**config.mk**
```make
export PLATFORM = sky130hd
export DESIGN_NAME = heightmap_minmax_color_stretch_flat
export DESIGN_NICKNAME = d
export VERILOG_FILES = /design/src/rtl/hmcs_pkg.sv /design/src/rtl/hmcs_if.sv /design/src/rtl/hmcs_front.sv /design/src/rtl/hmcs_queue.sv /design/src/rtl/hmcs_back.sv /design/src/rtl/heightmap_minmax_color_stretch.sv /design/src/flat_wrapper.sv
export VERILOG_INCLUDE_DIRS = /design/src /design/src/rtl
export SDC_FILE = /design/constraint.sdc
export NUM_CORES = 1
export LEC_CHECK = 0
export BUFFER_PORTS_ARGS = -buffer_cell sky130_fd_sc_hd__buf_2
export CORE_ASPECT_RATIO = 2
export CORE_UTILIZATION = 56
export DETAILED_ROUTE_END_ITERATION = 10
export PLACE_DENSITY = 0.84
export SLEW_MARGIN = 0
export SYNTH_ARGS = -nofsm -noshare
export SYNTH_HDL_FRONTEND = slang
export SYNTH_HIERARCHICAL = 1
export SYNTH_SLANG_ARGS = --single-unit
export TNS_END_PERCENT = 50
```
**constraint.sdc**
```tcl
create_clock -name clk -period 4.75 [get_ports clk]
set_input_delay 0.95 -clock clk [delete_from_list [all_inputs] [get_ports clk]]
set_output_delay 0.95 -clock clk [all_outputs]
set_load 0.05 [all_outputs]
```
**src/rtl/heightmap_minmax_color_stretch_macros.svh**
```systemverilog
// ----------------------------------------------------------------------------
// heightmap_minmax_color_stretch assertion macros
// shorthand for clocked implication checks, sampled on clk, off in reset
// ----------------------------------------------------------------------------
`ifndef HEIGHTMAP_MINMAX_COLOR_STRETCH_MACROS_SVH
`define HEIGHTMAP_MINMAX_COLOR_STRETCH_MACROS_SVH

// same-cycle implication
`define HMCS_ASSERT_IMP(label, ante, cons, msg) \
    label: assert property (@(posedge clk) disable iff (!rst_n) (ante) |-> (cons)) \
        else $error(msg);

// next-cycle implication
`define HMCS_ASSERT_NEXT(label, ante, cons, msg) \
    label: assert property (@(posedge clk) disable iff (!rst_n) (ante) |=> (cons)) \
        else $error(msg);

`endif

```
**src/rtl/hmcs_pkg.sv**
```systemverilog
// ----------------------------------------------------------------------------
// hmcs_pkg
// shared constants, codes and status types of the height map color stretch
// ----------------------------------------------------------------------------
`default_nettype none

package hmcs_pkg;

    // configuration port
    localparam int CFG_W     = 11;
    localparam int CFG_IDX_W = 1;

    localparam logic [CFG_IDX_W-1:0] CFG_MAP_WIDTH = 1'b0;
    localparam logic [CFG_IDX_W-1:0] CFG_MAP_ROWS  = 1'b1;

    localparam logic [CFG_W-1:0] MAP_WIDTH_RST = 11'd64;
    localparam logic [CFG_W-1:0] MAP_ROWS_RST  = 11'd64;

    // request codes
    localparam logic REQ_SCAN    = 1'b0;
    localparam logic REQ_CONVERT = 1'b1;

    // color levels
    localparam int RED_W   = 8;
    localparam int GREEN_W = 7;

    // front to back job queue
    localparam int QDEPTH = 2;
    localparam int QPTR_W = 1;
    localparam int QCNT_W = 2;

    typedef struct packed {
        logic              full;
        logic              empty;
        logic [QCNT_W-1:0] level;
    } hmcs_queue_status_t;

    typedef struct packed {
        logic busy;
        logic pop;
    } hmcs_back_status_t;

endpackage

`default_nettype wire

```
**src/rtl/hmcs_if.sv**
```systemverilog
// ----------------------------------------------------------------------------
// hmcs_if
// valid/ready channels for height samples in and colored vertices out
// ----------------------------------------------------------------------------
`default_nettype none

interface hmcs_in_if #(
    parameter int HEIGHT_BITS = 16
);
    logic                          valid;
    logic                          ready;
    logic                          req_type;
    logic signed [HEIGHT_BITS-1:0] height_sample;

    modport source (output valid, output req_type, output height_sample, input ready);
    modport sink   (input valid, input req_type, input height_sample, output ready);
endinterface

interface hmcs_out_if #(
    parameter int HEIGHT_BITS = 16,
    parameter int COORD_W     = 10
);
    logic                          valid;
    logic                          ready;
    logic [COORD_W-1:0]            vert_x;
    logic [COORD_W-1:0]            vert_y;
    logic signed [HEIGHT_BITS-1:0] vert_height;
    logic [7:0]                    red_level;
    logic [6:0]                    green_level;
    logic                          flat_error;
    logic                          frame_last;

    modport source (
        output valid, output vert_x, output vert_y, output vert_height,
        output red_level, output green_level, output flat_error, output frame_last,
        input ready
    );
    modport sink (
        input valid, input vert_x, input vert_y, input vert_height,
        input red_level, input green_level, input flat_error, input frame_last,
        output ready
    );
endinterface

`default_nettype wire

```
**src/rtl/hmcs_front.sv**
```systemverilog
// ----------------------------------------------------------------------------
// hmcs_front
// accepts samples, tracks min/max on scans, turns converts into divide jobs
// ----------------------------------------------------------------------------
`default_nettype none

module hmcs_front #(
    parameter int MAX_DIM     = 1024,
    parameter int HEIGHT_BITS = 16,
    parameter int CW          = 10,
    parameter int JOB_W       = 2 * 10 + 3 * 16 + 2
) (
    input  logic                         clk,
    input  logic                         rst_n,
    input  logic                         cfg_we,
    input  logic [hmcs_pkg::CFG_IDX_W-1:0] cfg_index,
    input  logic [hmcs_pkg::CFG_W-1:0]   cfg_data,
    hmcs_in_if.sink                      in_ch,
    output logic                         push_valid,
    output logic [JOB_W-1:0]             push_data,
    input  logic                         push_ready
);
    import hmcs_pkg::*;

    localparam int HB   = HEIGHT_BITS;
    localparam int EW   = HEIGHT_BITS + 1;
    localparam int CMPW = (CFG_W > CW + 1) ? CFG_W : CW + 1;

    typedef struct packed {
        logic [CW-1:0] col;
        logic [CW-1:0] row;
        logic [HB-1:0] height;
        logic [HB-1:0] num;
        logic [HB-1:0] span;
        logic          flat;
        logic          last;
    } job_t;

    logic [CFG_W-1:0]     map_width_reg;
    logic [CFG_W-1:0]     map_rows_reg;
    logic signed [HB-1:0] low_mark_reg;
    logic signed [HB-1:0] high_mark_reg;
    logic                 marks_valid_reg;
    logic                 converting_reg;
    logic [CW-1:0]        col_count_reg;
    logic [CW-1:0]        row_count_reg;

    logic                 accept;
    logic                 is_scan;
    logic signed [EW-1:0] h_ext;
    logic signed [EW-1:0] low_ext;
    logic signed [EW-1:0] span_ext;
    logic signed [EW-1:0] diff;
    logic [HB-1:0]        num;
    logic [CMPW-1:0]      w_lim;
    logic [CMPW-1:0]      r_lim;
    logic                 col_wrap;
    logic                 row_wrap;
    job_t                 job;

    // handshake
    assign in_ch.ready = push_ready;
    assign accept      = in_ch.valid && push_ready;
    assign is_scan     = (in_ch.req_type == REQ_SCAN);
    assign push_valid  = accept && !is_scan;

    // clamp raster dimensions to 1..MAX_DIM
    always_comb
    begin
        if (map_width_reg == '0)
            w_lim = CMPW'(1);
        else if (CMPW'(map_width_reg) > CMPW'(MAX_DIM))
            w_lim = CMPW'(MAX_DIM);
        else
            w_lim = CMPW'(map_width_reg);

        if (map_rows_reg == '0)
            r_lim = CMPW'(1);
        else if (CMPW'(map_rows_reg) > CMPW'(MAX_DIM))
            r_lim = CMPW'(MAX_DIM);
        else
            r_lim = CMPW'(map_rows_reg);
    end

    assign col_wrap = (CMPW'(col_count_reg) + CMPW'(1)) >= w_lim;
    assign row_wrap = (CMPW'(row_count_reg) + CMPW'(1)) >= r_lim;

    // offset from low mark, clamped into 0..span
    always_comb
    begin
        h_ext    = {in_ch.height_sample[HB-1], in_ch.height_sample};
        low_ext  = {low_mark_reg[HB-1], low_mark_reg};
        span_ext = {high_mark_reg[HB-1], high_mark_reg} - low_ext;
        diff     = h_ext - low_ext;
        if (diff[EW-1])
            num = '0;
        else if (diff > span_ext)
            num = span_ext[HB-1:0];
        else
            num = diff[HB-1:0];
    end

    // job for the divide back end
    always_comb
    begin
        job.col    = col_count_reg;
        job.row    = row_count_reg;
        job.height = in_ch.height_sample;
        job.num    = num;
        job.span   = span_ext[HB-1:0];
        job.flat   = (high_mark_reg == low_mark_reg);
        job.last   = col_wrap && row_wrap;
    end

    assign push_data = job;

    // configuration and running state
    always_ff @(posedge clk or negedge rst_n)
    begin
        if (!rst_n)
        begin
            map_width_reg   <= MAP_WIDTH_RST;
            map_rows_reg    <= MAP_ROWS_RST;
            low_mark_reg    <= '0;
            high_mark_reg   <= '0;
            marks_valid_reg <= 1'b0;
            converting_reg  <= 1'b0;
            col_count_reg   <= '0;
            row_count_reg   <= '0;
        end
        else
        begin
            if (cfg_we)
            begin
                case (cfg_index)
                    CFG_MAP_WIDTH: map_width_reg <= cfg_data;
                    CFG_MAP_ROWS:  map_rows_reg  <= cfg_data;
                    default:       ;
                endcase
            end

            if (accept)
            begin
                if (is_scan)
                begin
                    // restart marks on the first scan of a pass
                    if (!marks_valid_reg || converting_reg)
                    begin
                        low_mark_reg    <= in_ch.height_sample;
                        high_mark_reg   <= in_ch.height_sample;
                        marks_valid_reg <= 1'b1;
                        converting_reg  <= 1'b0;
                        col_count_reg   <= '0;
                        row_count_reg   <= '0;
                    end
                    else
                    begin
                        if (in_ch.height_sample < low_mark_reg)
                            low_mark_reg <= in_ch.height_sample;
                        if (in_ch.height_sample > high_mark_reg)
                            high_mark_reg <= in_ch.height_sample;
                    end
                end
                else
                begin
                    converting_reg <= 1'b1;
                    if (col_wrap)
                    begin
                        col_count_reg <= '0;
                        if (row_wrap)
                            row_count_reg <= '0;
                        else
                            row_count_reg <= row_count_reg + CW'(1);
                    end
                    else
                    begin
                        col_count_reg <= col_count_reg + CW'(1);
                    end
                end
            end
        end
    end

endmodule

`default_nettype wire

```
**src/rtl/hmcs_queue.sv**
```systemverilog
// ----------------------------------------------------------------------------
// hmcs_queue
// short fifo of divide jobs between front and back
// ----------------------------------------------------------------------------
`default_nettype none

module hmcs_queue #(
    parameter int W = 70
) (
    input  logic                         clk,
    input  logic                         rst_n,
    input  logic                         push,
    input  logic [W-1:0]                 push_data,
    input  logic                         pop,
    output logic [W-1:0]                 pop_data,
    output hmcs_pkg::hmcs_queue_status_t status
);
    import hmcs_pkg::*;

    logic [W-1:0]      mem_reg [QDEPTH];
    logic [QPTR_W-1:0] wr_ptr_reg;
    logic [QPTR_W-1:0] rd_ptr_reg;
    logic [QCNT_W-1:0] count_reg;

    // status
    assign status.full  = (count_reg == QCNT_W'(QDEPTH));
    assign status.empty = (count_reg == '0);
    assign status.level = count_reg;
    assign pop_data     = mem_reg[rd_ptr_reg];

    // pointers and fill level
    always_ff @(posedge clk or negedge rst_n)
    begin
        if (!rst_n)
        begin
            wr_ptr_reg <= '0;
            rd_ptr_reg <= '0;
            count_reg  <= '0;
        end
        else
        begin
            if (push)
                wr_ptr_reg <= (wr_ptr_reg == QPTR_W'(QDEPTH - 1)) ? '0 : wr_ptr_reg + QPTR_W'(1);
            if (pop)
                rd_ptr_reg <= (rd_ptr_reg == QPTR_W'(QDEPTH - 1)) ? '0 : rd_ptr_reg + QPTR_W'(1);
            if (push && !pop)
                count_reg <= count_reg + QCNT_W'(1);
            else if (pop && !push)
                count_reg <= count_reg - QCNT_W'(1);
        end
    end

    // storage
    always_ff @(posedge clk)
    begin
        if (push)
            mem_reg[wr_ptr_reg] <= push_data;
    end

endmodule

`default_nettype wire

```
**src/rtl/hmcs_back.sv**
```systemverilog
// ----------------------------------------------------------------------------
// hmcs_back
// radix-2 divider for the red level and the vertex output register
// ----------------------------------------------------------------------------
`default_nettype none

module hmcs_back #(
    parameter int HEIGHT_BITS = 16,
    parameter int CW          = 10,
    parameter int JOB_W       = 2 * 10 + 3 * 16 + 2
) (
    input  logic                          clk,
    input  logic                          rst_n,
    input  logic [JOB_W-1:0]              job_data,
    input  hmcs_pkg::hmcs_queue_status_t  q_status,
    output hmcs_pkg::hmcs_back_status_t   status,
    hmcs_out_if.source                    out_ch
);
    import hmcs_pkg::*;

    localparam int HB = HEIGHT_BITS;
    localparam int DW = HEIGHT_BITS + RED_W;

    typedef struct packed {
        logic [CW-1:0] col;
        logic [CW-1:0] row;
        logic [HB-1:0] height;
        logic [HB-1:0] num;
        logic [HB-1:0] span;
        logic          flat;
        logic          last;
    } job_t;

    typedef enum logic [1:0] {
        S_IDLE,
        S_DIV,
        S_DONE
    } state_t;

    state_t               state_reg;
    logic [2:0]           step_reg;
    logic [HB-1:0]        rem_reg;
    logic [RED_W-1:0]     dlow_reg;
    logic [RED_W-1:0]     quo_reg;
    logic [HB-1:0]        span_reg;
    logic [CW-1:0]        col_reg;
    logic [CW-1:0]        row_reg;
    logic [HB-1:0]        height_reg;
    logic                 flat_reg;
    logic                 last_reg;
    logic                 out_valid_reg;
    logic [CW-1:0]        out_x_reg;
    logic [CW-1:0]        out_y_reg;
    logic [HB-1:0]        out_h_reg;
    logic [RED_W-1:0]     out_red_reg;
    logic                 out_flat_reg;
    logic                 out_last_reg;

    job_t                 job;
    logic                 pop;
    logic                 load;
    logic [DW-1:0]        dividend;
    logic [HB:0]          trial;
    logic                 fits;
    logic [HB:0]          diff;
    logic [RED_W-1:0]     red;

    assign job = job_data;
    assign pop = (state_reg == S_IDLE) && !q_status.empty;

    // load when the output register is free or draining
    assign load = (state_reg == S_DONE) && (!out_valid_reg || out_ch.ready);

    assign status.busy = (state_reg != S_IDLE);
    assign status.pop  = pop;

    // 255 * num as a shift and subtract
    assign dividend = {job.num, {RED_W{1'b0}}} - {{RED_W{1'b0}}, job.num};

    // one restoring divide step
    assign trial = {rem_reg, dlow_reg[RED_W-1]};
    assign diff  = trial - {1'b0, span_reg};
    assign fits  = !diff[HB];
    assign red   = flat_reg ? '0 : quo_reg;

    // outputs
    assign out_ch.valid       = out_valid_reg;
    assign out_ch.vert_x      = out_x_reg;
    assign out_ch.vert_y      = out_y_reg;
    assign out_ch.vert_height = out_h_reg;
    assign out_ch.red_level   = out_red_reg;
    assign out_ch.green_level = out_red_reg[RED_W-1:1];
    assign out_ch.flat_error  = out_flat_reg;
    assign out_ch.frame_last  = out_last_reg;

    // sequencer, divider and output register
    always_ff @(posedge clk or negedge rst_n)
    begin
        if (!rst_n)
        begin
            state_reg     <= S_IDLE;
            step_reg      <= '0;
            rem_reg       <= '0;
            dlow_reg      <= '0;
            quo_reg       <= '0;
            span_reg      <= '0;
            col_reg       <= '0;
            row_reg       <= '0;
            height_reg    <= '0;
            flat_reg      <= 1'b0;
            last_reg      <= 1'b0;
            out_valid_reg <= 1'b0;
            out_x_reg     <= '0;
            out_y_reg     <= '0;
            out_h_reg     <= '0;
            out_red_reg   <= '0;
            out_flat_reg  <= 1'b0;
            out_last_reg  <= 1'b0;
        end
        else
        begin
            // output valid: set on load, cleared when taken
            if (load)
                out_valid_reg <= 1'b1;
            else if (out_ch.ready)
                out_valid_reg <= 1'b0;

            case (state_reg)
                S_IDLE:
                begin
                    if (pop)
                    begin
                        rem_reg    <= dividend[DW-1:RED_W];
                        dlow_reg   <= dividend[RED_W-1:0];
                        quo_reg    <= '0;
                        span_reg   <= job.span;
                        col_reg    <= job.col;
                        row_reg    <= job.row;
                        height_reg <= job.height;
                        flat_reg   <= job.flat;
                        last_reg   <= job.last;
                        step_reg   <= '0;
                        state_reg  <= S_DIV;
                    end
                end
                S_DIV:
                begin
                    rem_reg  <= fits ? diff[HB-1:0] : trial[HB-1:0];
                    quo_reg  <= {quo_reg[RED_W-2:0], fits};
                    dlow_reg <= {dlow_reg[RED_W-2:0], 1'b0};
                    step_reg <= step_reg + 3'd1;
                    if (step_reg == 3'd7)
                        state_reg <= S_DONE;
                end
                S_DONE:
                begin
                    if (load)
                    begin
                        out_x_reg    <= col_reg;
                        out_y_reg    <= row_reg;
                        out_h_reg    <= height_reg;
                        out_red_reg  <= red;
                        out_flat_reg <= flat_reg;
                        out_last_reg <= last_reg;
                        state_reg    <= S_IDLE;
                    end
                end
                default:
                begin
                    state_reg <= S_IDLE;
                end
            endcase
        end
    end

endmodule

`default_nettype wire

```
**src/rtl/heightmap_minmax_color_stretch.sv**
```systemverilog
// ----------------------------------------------------------------------------
// heightmap_minmax_color_stretch
// min/max contrast stretch of raster heights into colored vertices
// ----------------------------------------------------------------------------
// Scan items (req_type 0) update the running min/max and are accepted while
// the job queue has room. Convert items (req_type 1) each produce one vertex:
// the back end pops a job, runs eight radix-2 restoring steps for the 8-bit
// red quotient in its divider, and then loads the output register. A
// two-entry job queue between the front end and the divider lets up to two
// converts be accepted ahead of the divider, and the output register holds
// a finished vertex while the next division runs. The user must write
// map_width and map_rows only while idle; the block does not enforce it.
// ----------------------------------------------------------------------------
`default_nettype none

module heightmap_minmax_color_stretch #(
    parameter int MAX_DIM     = 1024,
    parameter int HEIGHT_BITS = 16
) (
    input  logic                           clk,
    input  logic                           rst_n,
    input  logic                           cfg_we,
    input  logic [hmcs_pkg::CFG_IDX_W-1:0] cfg_index,
    input  logic [hmcs_pkg::CFG_W-1:0]     cfg_data,
    hmcs_in_if.sink                        in_ch,
    hmcs_out_if.source                     out_ch
);
    import hmcs_pkg::*;

`include "heightmap_minmax_color_stretch_macros.svh"

    localparam int CW    = $clog2(MAX_DIM);
    localparam int JOB_W = 2 * CW + 3 * HEIGHT_BITS + 2;

    logic               push_valid;
    logic [JOB_W-1:0]   push_data;
    logic [JOB_W-1:0]   pop_data;
    hmcs_queue_status_t q_status;
    hmcs_back_status_t  b_status;

    // front end: marks, counters, job build
    hmcs_front #(
        .MAX_DIM     (MAX_DIM),
        .HEIGHT_BITS (HEIGHT_BITS),
        .CW          (CW),
        .JOB_W       (JOB_W)
    ) u_front (
        .clk        (clk),
        .rst_n      (rst_n),
        .cfg_we     (cfg_we),
        .cfg_index  (cfg_index),
        .cfg_data   (cfg_data),
        .in_ch      (in_ch),
        .push_valid (push_valid),
        .push_data  (push_data),
        .push_ready (!q_status.full)
    );

    // job queue
    hmcs_queue #(
        .W (JOB_W)
    ) u_queue (
        .clk       (clk),
        .rst_n     (rst_n),
        .push      (push_valid),
        .push_data (push_data),
        .pop       (b_status.pop),
        .pop_data  (pop_data),
        .status    (q_status)
    );

    // back end: divider and output register
    hmcs_back #(
        .HEIGHT_BITS (HEIGHT_BITS),
        .CW          (CW),
        .JOB_W       (JOB_W)
    ) u_back (
        .clk      (clk),
        .rst_n    (rst_n),
        .job_data (pop_data),
        .q_status (q_status),
        .status   (b_status),
        .out_ch   (out_ch)
    );

    // checks
    `HMCS_ASSERT_NEXT(a_convert_queued, in_ch.valid && in_ch.ready && in_ch.req_type == REQ_CONVERT, !q_status.empty || b_status.busy, "convert transaction lost before the divider")
    `HMCS_ASSERT_IMP(a_pop_not_empty, b_status.pop, !q_status.empty, "divider popped an empty queue")
    `HMCS_ASSERT_IMP(a_out_after_div, $rose(out_ch.valid), $past(b_status.busy), "vertex shown without a division")

endmodule

`default_nettype wire

```
**src/flat_wrapper.sv**
```systemverilog
// flat-port wrapper written by rule: the top's interface ports become plain ports
module heightmap_minmax_color_stretch_flat import hmcs_pkg::*;
#(
    parameter int MAX_DIM     = 1024,
    parameter int HEIGHT_BITS = 16
)
  (clk, rst_n, cfg_we, cfg_index, cfg_data, in_ch_valid, in_ch_req_type, in_ch_height_sample, in_ch_ready, out_ch_valid, out_ch_vert_x, out_ch_vert_y, out_ch_vert_height, out_ch_red_level, out_ch_green_level, out_ch_flat_error, out_ch_frame_last, out_ch_ready);
  hmcs_in_if #(.HEIGHT_BITS(HEIGHT_BITS)) in_ch_i ();
  hmcs_out_if #(.HEIGHT_BITS(HEIGHT_BITS), .COORD_W((10))) out_ch_i ();
  input  logic clk;
  input  logic rst_n;
  input  logic cfg_we;
  input  logic [hmcs_pkg::CFG_IDX_W-1:0] cfg_index;
  input  logic [hmcs_pkg::CFG_W-1:0] cfg_data;
  input wire logic [$bits(in_ch_i.valid)-1:0] in_ch_valid;
  input wire logic [$bits(in_ch_i.req_type)-1:0] in_ch_req_type;
  input wire logic [$bits(in_ch_i.height_sample)-1:0] in_ch_height_sample;
  output wire logic [$bits(in_ch_i.ready)-1:0] in_ch_ready;
  output wire logic [$bits(out_ch_i.valid)-1:0] out_ch_valid;
  output wire logic [$bits(out_ch_i.vert_x)-1:0] out_ch_vert_x;
  output wire logic [$bits(out_ch_i.vert_y)-1:0] out_ch_vert_y;
  output wire logic [$bits(out_ch_i.vert_height)-1:0] out_ch_vert_height;
  output wire logic [$bits(out_ch_i.red_level)-1:0] out_ch_red_level;
  output wire logic [$bits(out_ch_i.green_level)-1:0] out_ch_green_level;
  output wire logic [$bits(out_ch_i.flat_error)-1:0] out_ch_flat_error;
  output wire logic [$bits(out_ch_i.frame_last)-1:0] out_ch_frame_last;
  input wire logic [$bits(out_ch_i.ready)-1:0] out_ch_ready;
  assign in_ch_i.valid = in_ch_valid;
  assign in_ch_i.req_type = in_ch_req_type;
  assign in_ch_i.height_sample = in_ch_height_sample;
  assign in_ch_ready = in_ch_i.ready;
  assign out_ch_valid = out_ch_i.valid;
  assign out_ch_vert_x = out_ch_i.vert_x;
  assign out_ch_vert_y = out_ch_i.vert_y;
  assign out_ch_vert_height = out_ch_i.vert_height;
  assign out_ch_red_level = out_ch_i.red_level;
  assign out_ch_green_level = out_ch_i.green_level;
  assign out_ch_flat_error = out_ch_i.flat_error;
  assign out_ch_frame_last = out_ch_i.frame_last;
  assign out_ch_i.ready = out_ch_ready;
  heightmap_minmax_color_stretch #(.MAX_DIM(MAX_DIM), .HEIGHT_BITS(HEIGHT_BITS)) u_core (.clk(clk), .rst_n(rst_n), .cfg_we(cfg_we), .cfg_index(cfg_index), .cfg_data(cfg_data), .in_ch(in_ch_i), .out_ch(out_ch_i));
endmodule
```
* Word level (Yosys, flattened, before mapping) *
Memory sizes are Yosys's and may differ from the RTL's.
Index checks and enable logic that the tools add are counted.

word-level totals
  output and inout port bits = 55
  register bits = 218
  memories = 1
  memory bits (writable) = 140
  input bits = 34

memories
  name                    depth  bits a word  read ports  clocked after Yosys merged registers in  wr ports  line              RTL
  u_core.u_queue.mem_reg  2      70           1           0                                        1         hmcs_queue.sv:20  logic [W-1:0] mem_reg [QDEPTH];

cells by class
  reductions and logical operators = 37
  bitwise gates (word level) = 2
  add/sub/neg operators = 13
  multiplexer cells = 40
  equality and inequality tests = 9
  $lt $le $gt $ge = 7

operators with widths
  operator               number
  $mux 16                8
  $mux 10                6
  $mux 11                4
  $sub 16x16->17         2
  $pmux 16 s2            1
  $pmux 8 s2             2
  $mux 8                 3
  $sub 24x16->24         1
  $add 10x1->11 const B  2
  $ge 11x11->1           2
  $gt 11x11->1 const B   2
  $logic_not 11->1       2
  $add 10x1->10 const B  2
  $gt 17x17->1           1
  $sub 17x16->17         1
  $eq 16x16->1           1
  $gt 16x16->1           1
  $lt 16x16->1           1
  $reduce_and 3->1       5
  $reduce_and 2->1       6
  $reduce_bool 2->1      6
  $mux 2                 5
  $mux 1                 8
  $logic_and 1x1->1      7
  other kinds (16)       29

* Depth between registers and ports, before layout *
  depth after elaboration = 8
  depth in mapped cells = 23
  depth with buffers taken out = 21

* Cells and area by module *
Netlist, hierarchy kept.

by module, submodules not included
  module                          area an instance (um^2)  instances  sequential area each (um^2)  cells an instance
  hmcs_back                       7,218.2                  1          3,453.3                      747
  hmcs_front                      6,782.8                  1          1,904.3                      726
  hmcs_queue                      5,589.1                  1          4,304.1                      234
  heightmap_minmax_color_stretch  3.8                      1          0.0                          1

* Worst setup path before layout *
OpenSTA, ideal clock, no wires.

  path type = in2reg
  from = input in_ch_valid
  to = memory u_core.u_queue.mem_reg[0][0], enable pin
  arrival time = 4.738 ns
  setup time = 0.507 ns
  slack = -0.495 ns
  cell stages on the path = 4
  required time = 4.243 ns
  cells stage by stage = nand2_1 -> nor2_1 -> clkbuf_1 -> nor2b_1

between the ends
  longest elaborated chain between the ends = 4

ends and longest elaborated chain
  element                       line                                  RTL
  start: declaration            flat_wrapper.sv:15                    input wire logic [$bits(in_ch_i.valid)-1:0] in_ch_valid;
  $logic_and 1x1->1             hmcs_front.sv:63                      assign accept = in_ch.valid && push_ready;
  $logic_and 1x1->1             hmcs_front.sv:65                      assign push_valid = accept && !is_scan;
  net u_core.push_valid         heightmap_minmax_color_stretch.sv:35  logic push_valid;
  $mux 1                        hmcs_queue.sv:56                      if (push)
  $mux 1 (implied by the code)  hmcs_queue.sv:57                      mem_reg[wr_ptr_reg] <= push_data;
  end: declaration              hmcs_queue.sv:20

The timed path passes the listed nets, and every way through them passes these cells.

* Final worst setup path *
  from = input in_ch_height_sample[0]
  to = memory u_core.u_queue.mem_reg[0][28], data pin

between the ends
  longest elaborated chain between the ends = 4

ends and longest elaborated chain
  element                   line                                  RTL
  start: declaration        flat_wrapper.sv:17                    input wire logic [$bits(in_ch_i.height_sample)-1:0] in_ch_height_sample;
  $sub 16x16->17 (*)        hmcs_front.sv:94                      diff = h_ext - low_ext;
  $gt 17x17->1              hmcs_front.sv:97                      else if (diff > span_ext)
  $mux 16                   hmcs_front.sv:97
  $mux 16 (*)               hmcs_front.sv:95                      if (diff[EW-1])
  net u_core.push_data[28]  heightmap_minmax_color_stretch.sv:36  logic [JOB_W-1:0] push_data;

The timed path passes the listed nets; every way through them passes the cells marked *.

==> Implementation_results.wiki <==
{| class="wikitable"
! Metric !! Value
|-
| Fmax || about 220 MHz
|-
| Cell with the largest stage delay on the worst path || sky130_fd_sc_hd__a221oi_2
|-
| Net count of the mapped netlist || 1858
|-
| WS Path Type || in2reg
|-
| First-pass GRT wire length || around 72000 um
|-
| Critical Path End Type || flop
|-
| Most frequent standard cell in the layout excluding fill and tap cells || sky130_fd_sc_hd__nand2_1
|-
| Routability congestion estimate || roughly 0.95
|-
| Count of boundary I/O pins || 89
|-
| Result of the run || complete, no violations
|-
| Number of vias after detailed routing || around 13000
|-
| Transition time at the pin with the least slew margin || 0.932 ns
|-
| Critical path cell sequence || buf_2 > inv_1 > ha_1 > fa_1 > nor2b_1 > o31a_1 > a221oi_2 > o21bai_1 > a21oi_1 > o21bai_1 > a21oi_1 > buf_4 > xnor2_1 > ha_1 > a21oi_1 > o211ai_1 > and3_1 > a211oi_2 > a41o_4 > buf_4 > nand3_1 > o31ai_2
|-
| Clock latency reported for the late side of the worst-skew pair || 0.60 ns
|-
| Master cell of the clock root buffer || sky130_fd_sc_hd__clkbuf_16
|-
| Number of standard-cell rows in the floorplan || 96
|-
| TritonCTS Sinks || around 360
|-
| Global-route congestion overflow total || 0
|-
| Initial core utilization || between 50% and 60%
|-
| Buf/Inv on CP || 4
|-
| Final Hold Vio Count || 0
|-
| Final setup vio count || 0
|-
| Clock tree buffer depth || 3
|-
| Die width || 134 um
|-
| Pin count of the biggest net entering global routing || 95
|-
| Clock transition at the registers of the reported paths || about 0.070 ns
|-
| Hold crit path type || in2async
|-
| Final period util || between 90% and 100%
|-
| Minimum clock period || about 4.5 ns
|-
| Avg Synthesized Cell Area || around 11 um2
|-
| Antenna violations before repair || 0
|-
| Required time of the critical path || just over 5 ns
|-
| First-pass DRT Iterations || 7
|-
| Maximum fanout along the worst path || 8
|-
| Die boundary height || about 270 um
|-
| Antenna-violating nets left || 0
|-
| Total number of nets in the final design || 1948
|-
| Quantity of I/O buffers inserted on ports || a little under 90
|-
| Clock Skew || approximately 0.016 ns
|-
| Total detailed-routing wirelength || approximately 45000 um
|-
| Number of buffers inserted during clock tree synthesis || 30
|-
| Via density per instance || 5.94
|-
| Area grow syn2layout || 10.5%
|-
| Max_cap viols || 0
|-
| Total standard cell area after synthesis || between 15000 and 20000 um2
|-
| Synthesis warning total || 6
|-
| Routed length per instance || ~20 um
|-
| All-Layer GR Usage || ~26%
|-
| Number of filler instances in the final layout || 2596
|-
| DP Wirelength || around 33000 um
|-
| Via count of the first global-routing pass || between 10000 and 15000
|-
| Finished Core Util || between 60% and 70%
|-
| Delay-heaviest family, CP || compound AO/OA/AOI/OAI gates
|-
| Overall die area || 35800 um2
|-
| Final slew viol count || 0
|-
| Cell count after synthesis || ~1700
|-
| CP startpoint kind || primary input
|-
| Most used cells in the layout excluding fill and tap cells || sky130_fd_sc_hd__nand2_1 (229), sky130_fd_sc_hd__dfrtp_1 (215), sky130_fd_sc_hd__edfxtp_1 (140)
|-
| Core box area || between 30000 and 40000 um2
|-
| Antenna diodes || 0
|-
| Largest stage delay, worst path || between 0.3 and 0.4 ns
|-
| Cell repeated most along the worst path || sky130_fd_sc_hd__a21oi_1
|-
| Clock tree from TritonCTS || built
|-
| Worst slew margin relative to its limit || roughly 38%
|-
| Residual DRC count || 0
|-
| Number of flip-flops in the largest register || 140
|-
| Arrival @ worst endpoint || about 4.9 ns
|-
| Ratio of cells with drive above 1 in the final layout || a little under a quarter
|-
| DRC marker count from the first detailed-route iteration || about 970
|-
| Number of H-tree branching levels || 1
|}
[layout make-up]
type	count	area (um2)	share of cell area, %
Sequential cell	358	9670	44.6
Clock buffer	42	908	4.20
Multi-Input combinational cell	1151	8970	41.4
Tap cell	441	552	2.55
Timing Repair Buffer	141	911	4.21
Inverter	115	432	1.99
Clock inverter	14	210	0.971
[stage by stage]
step / cell area [um2] / hold slack, ns / setup TNS (ns) / cells / setup slack (ns)
after CTS: 21600 / 0.380 / 0 / 2259 / 0.0743
after floorplan: 19600 / 0.441 / -7.10 / 1707 / -0.343
after global routing: 21600 / 0.426 / -0.216 / 2262 / -0.0397
after detailed placement: 20400 / 0.462 / -7.62 / 2203 / -0.287
final: 21600 / 0.362 / 0 / 2262 / 0.226
after global placement: 20400 / 0.454 / -3.44 / 2203 / -0.133
[metal layers]
metal	global-route usage (%)	part of all wire [%]	routed length, um
met5	0	0	0
met2	48.2	54	24400
met3	2.51	3.4	1520
met4	18.0	7.2	3260
met1	26.1	35	15700
[path summary, 6_finish.rpt]
kind	startpoint	endpoint	slack, ns	cells after the start
setup reg to reg	u_core/u_front/low_mark_reg[8]	u_core/u_queue/mem_reg[0][28]	0.24	20
hold reg to reg	u_core/u_back/row_reg[8]	u_core/u_back/row_reg[8]	0.48	2
hold / removal	rst_n	u_core/u_front/low_mark_reg[8]	0.36	1
min in group clk	u_core/u_back/row_reg[8]	u_core/u_back/row_reg[8]	0.48	2
setup / recovery	in_ch_height_sample[0]	u_core/u_queue/mem_reg[0][28]	0.23	22
max in group asynchronous	rst_n	u_core/u_front/col_count_reg[8]	3.35	2
[timing repair]
item,CTS,global route
gates cloned,0,0
resized for setup,2,10
endpoints found under the hold margin,0,0
setup endpoints to repair,30,30
hold buffers,0,0
pin swaps,0,8
setup buffers,0,3
Power is not shown: default switching activity piles up to over one toggle a cycle in this logic, so the estimate is an artifact.
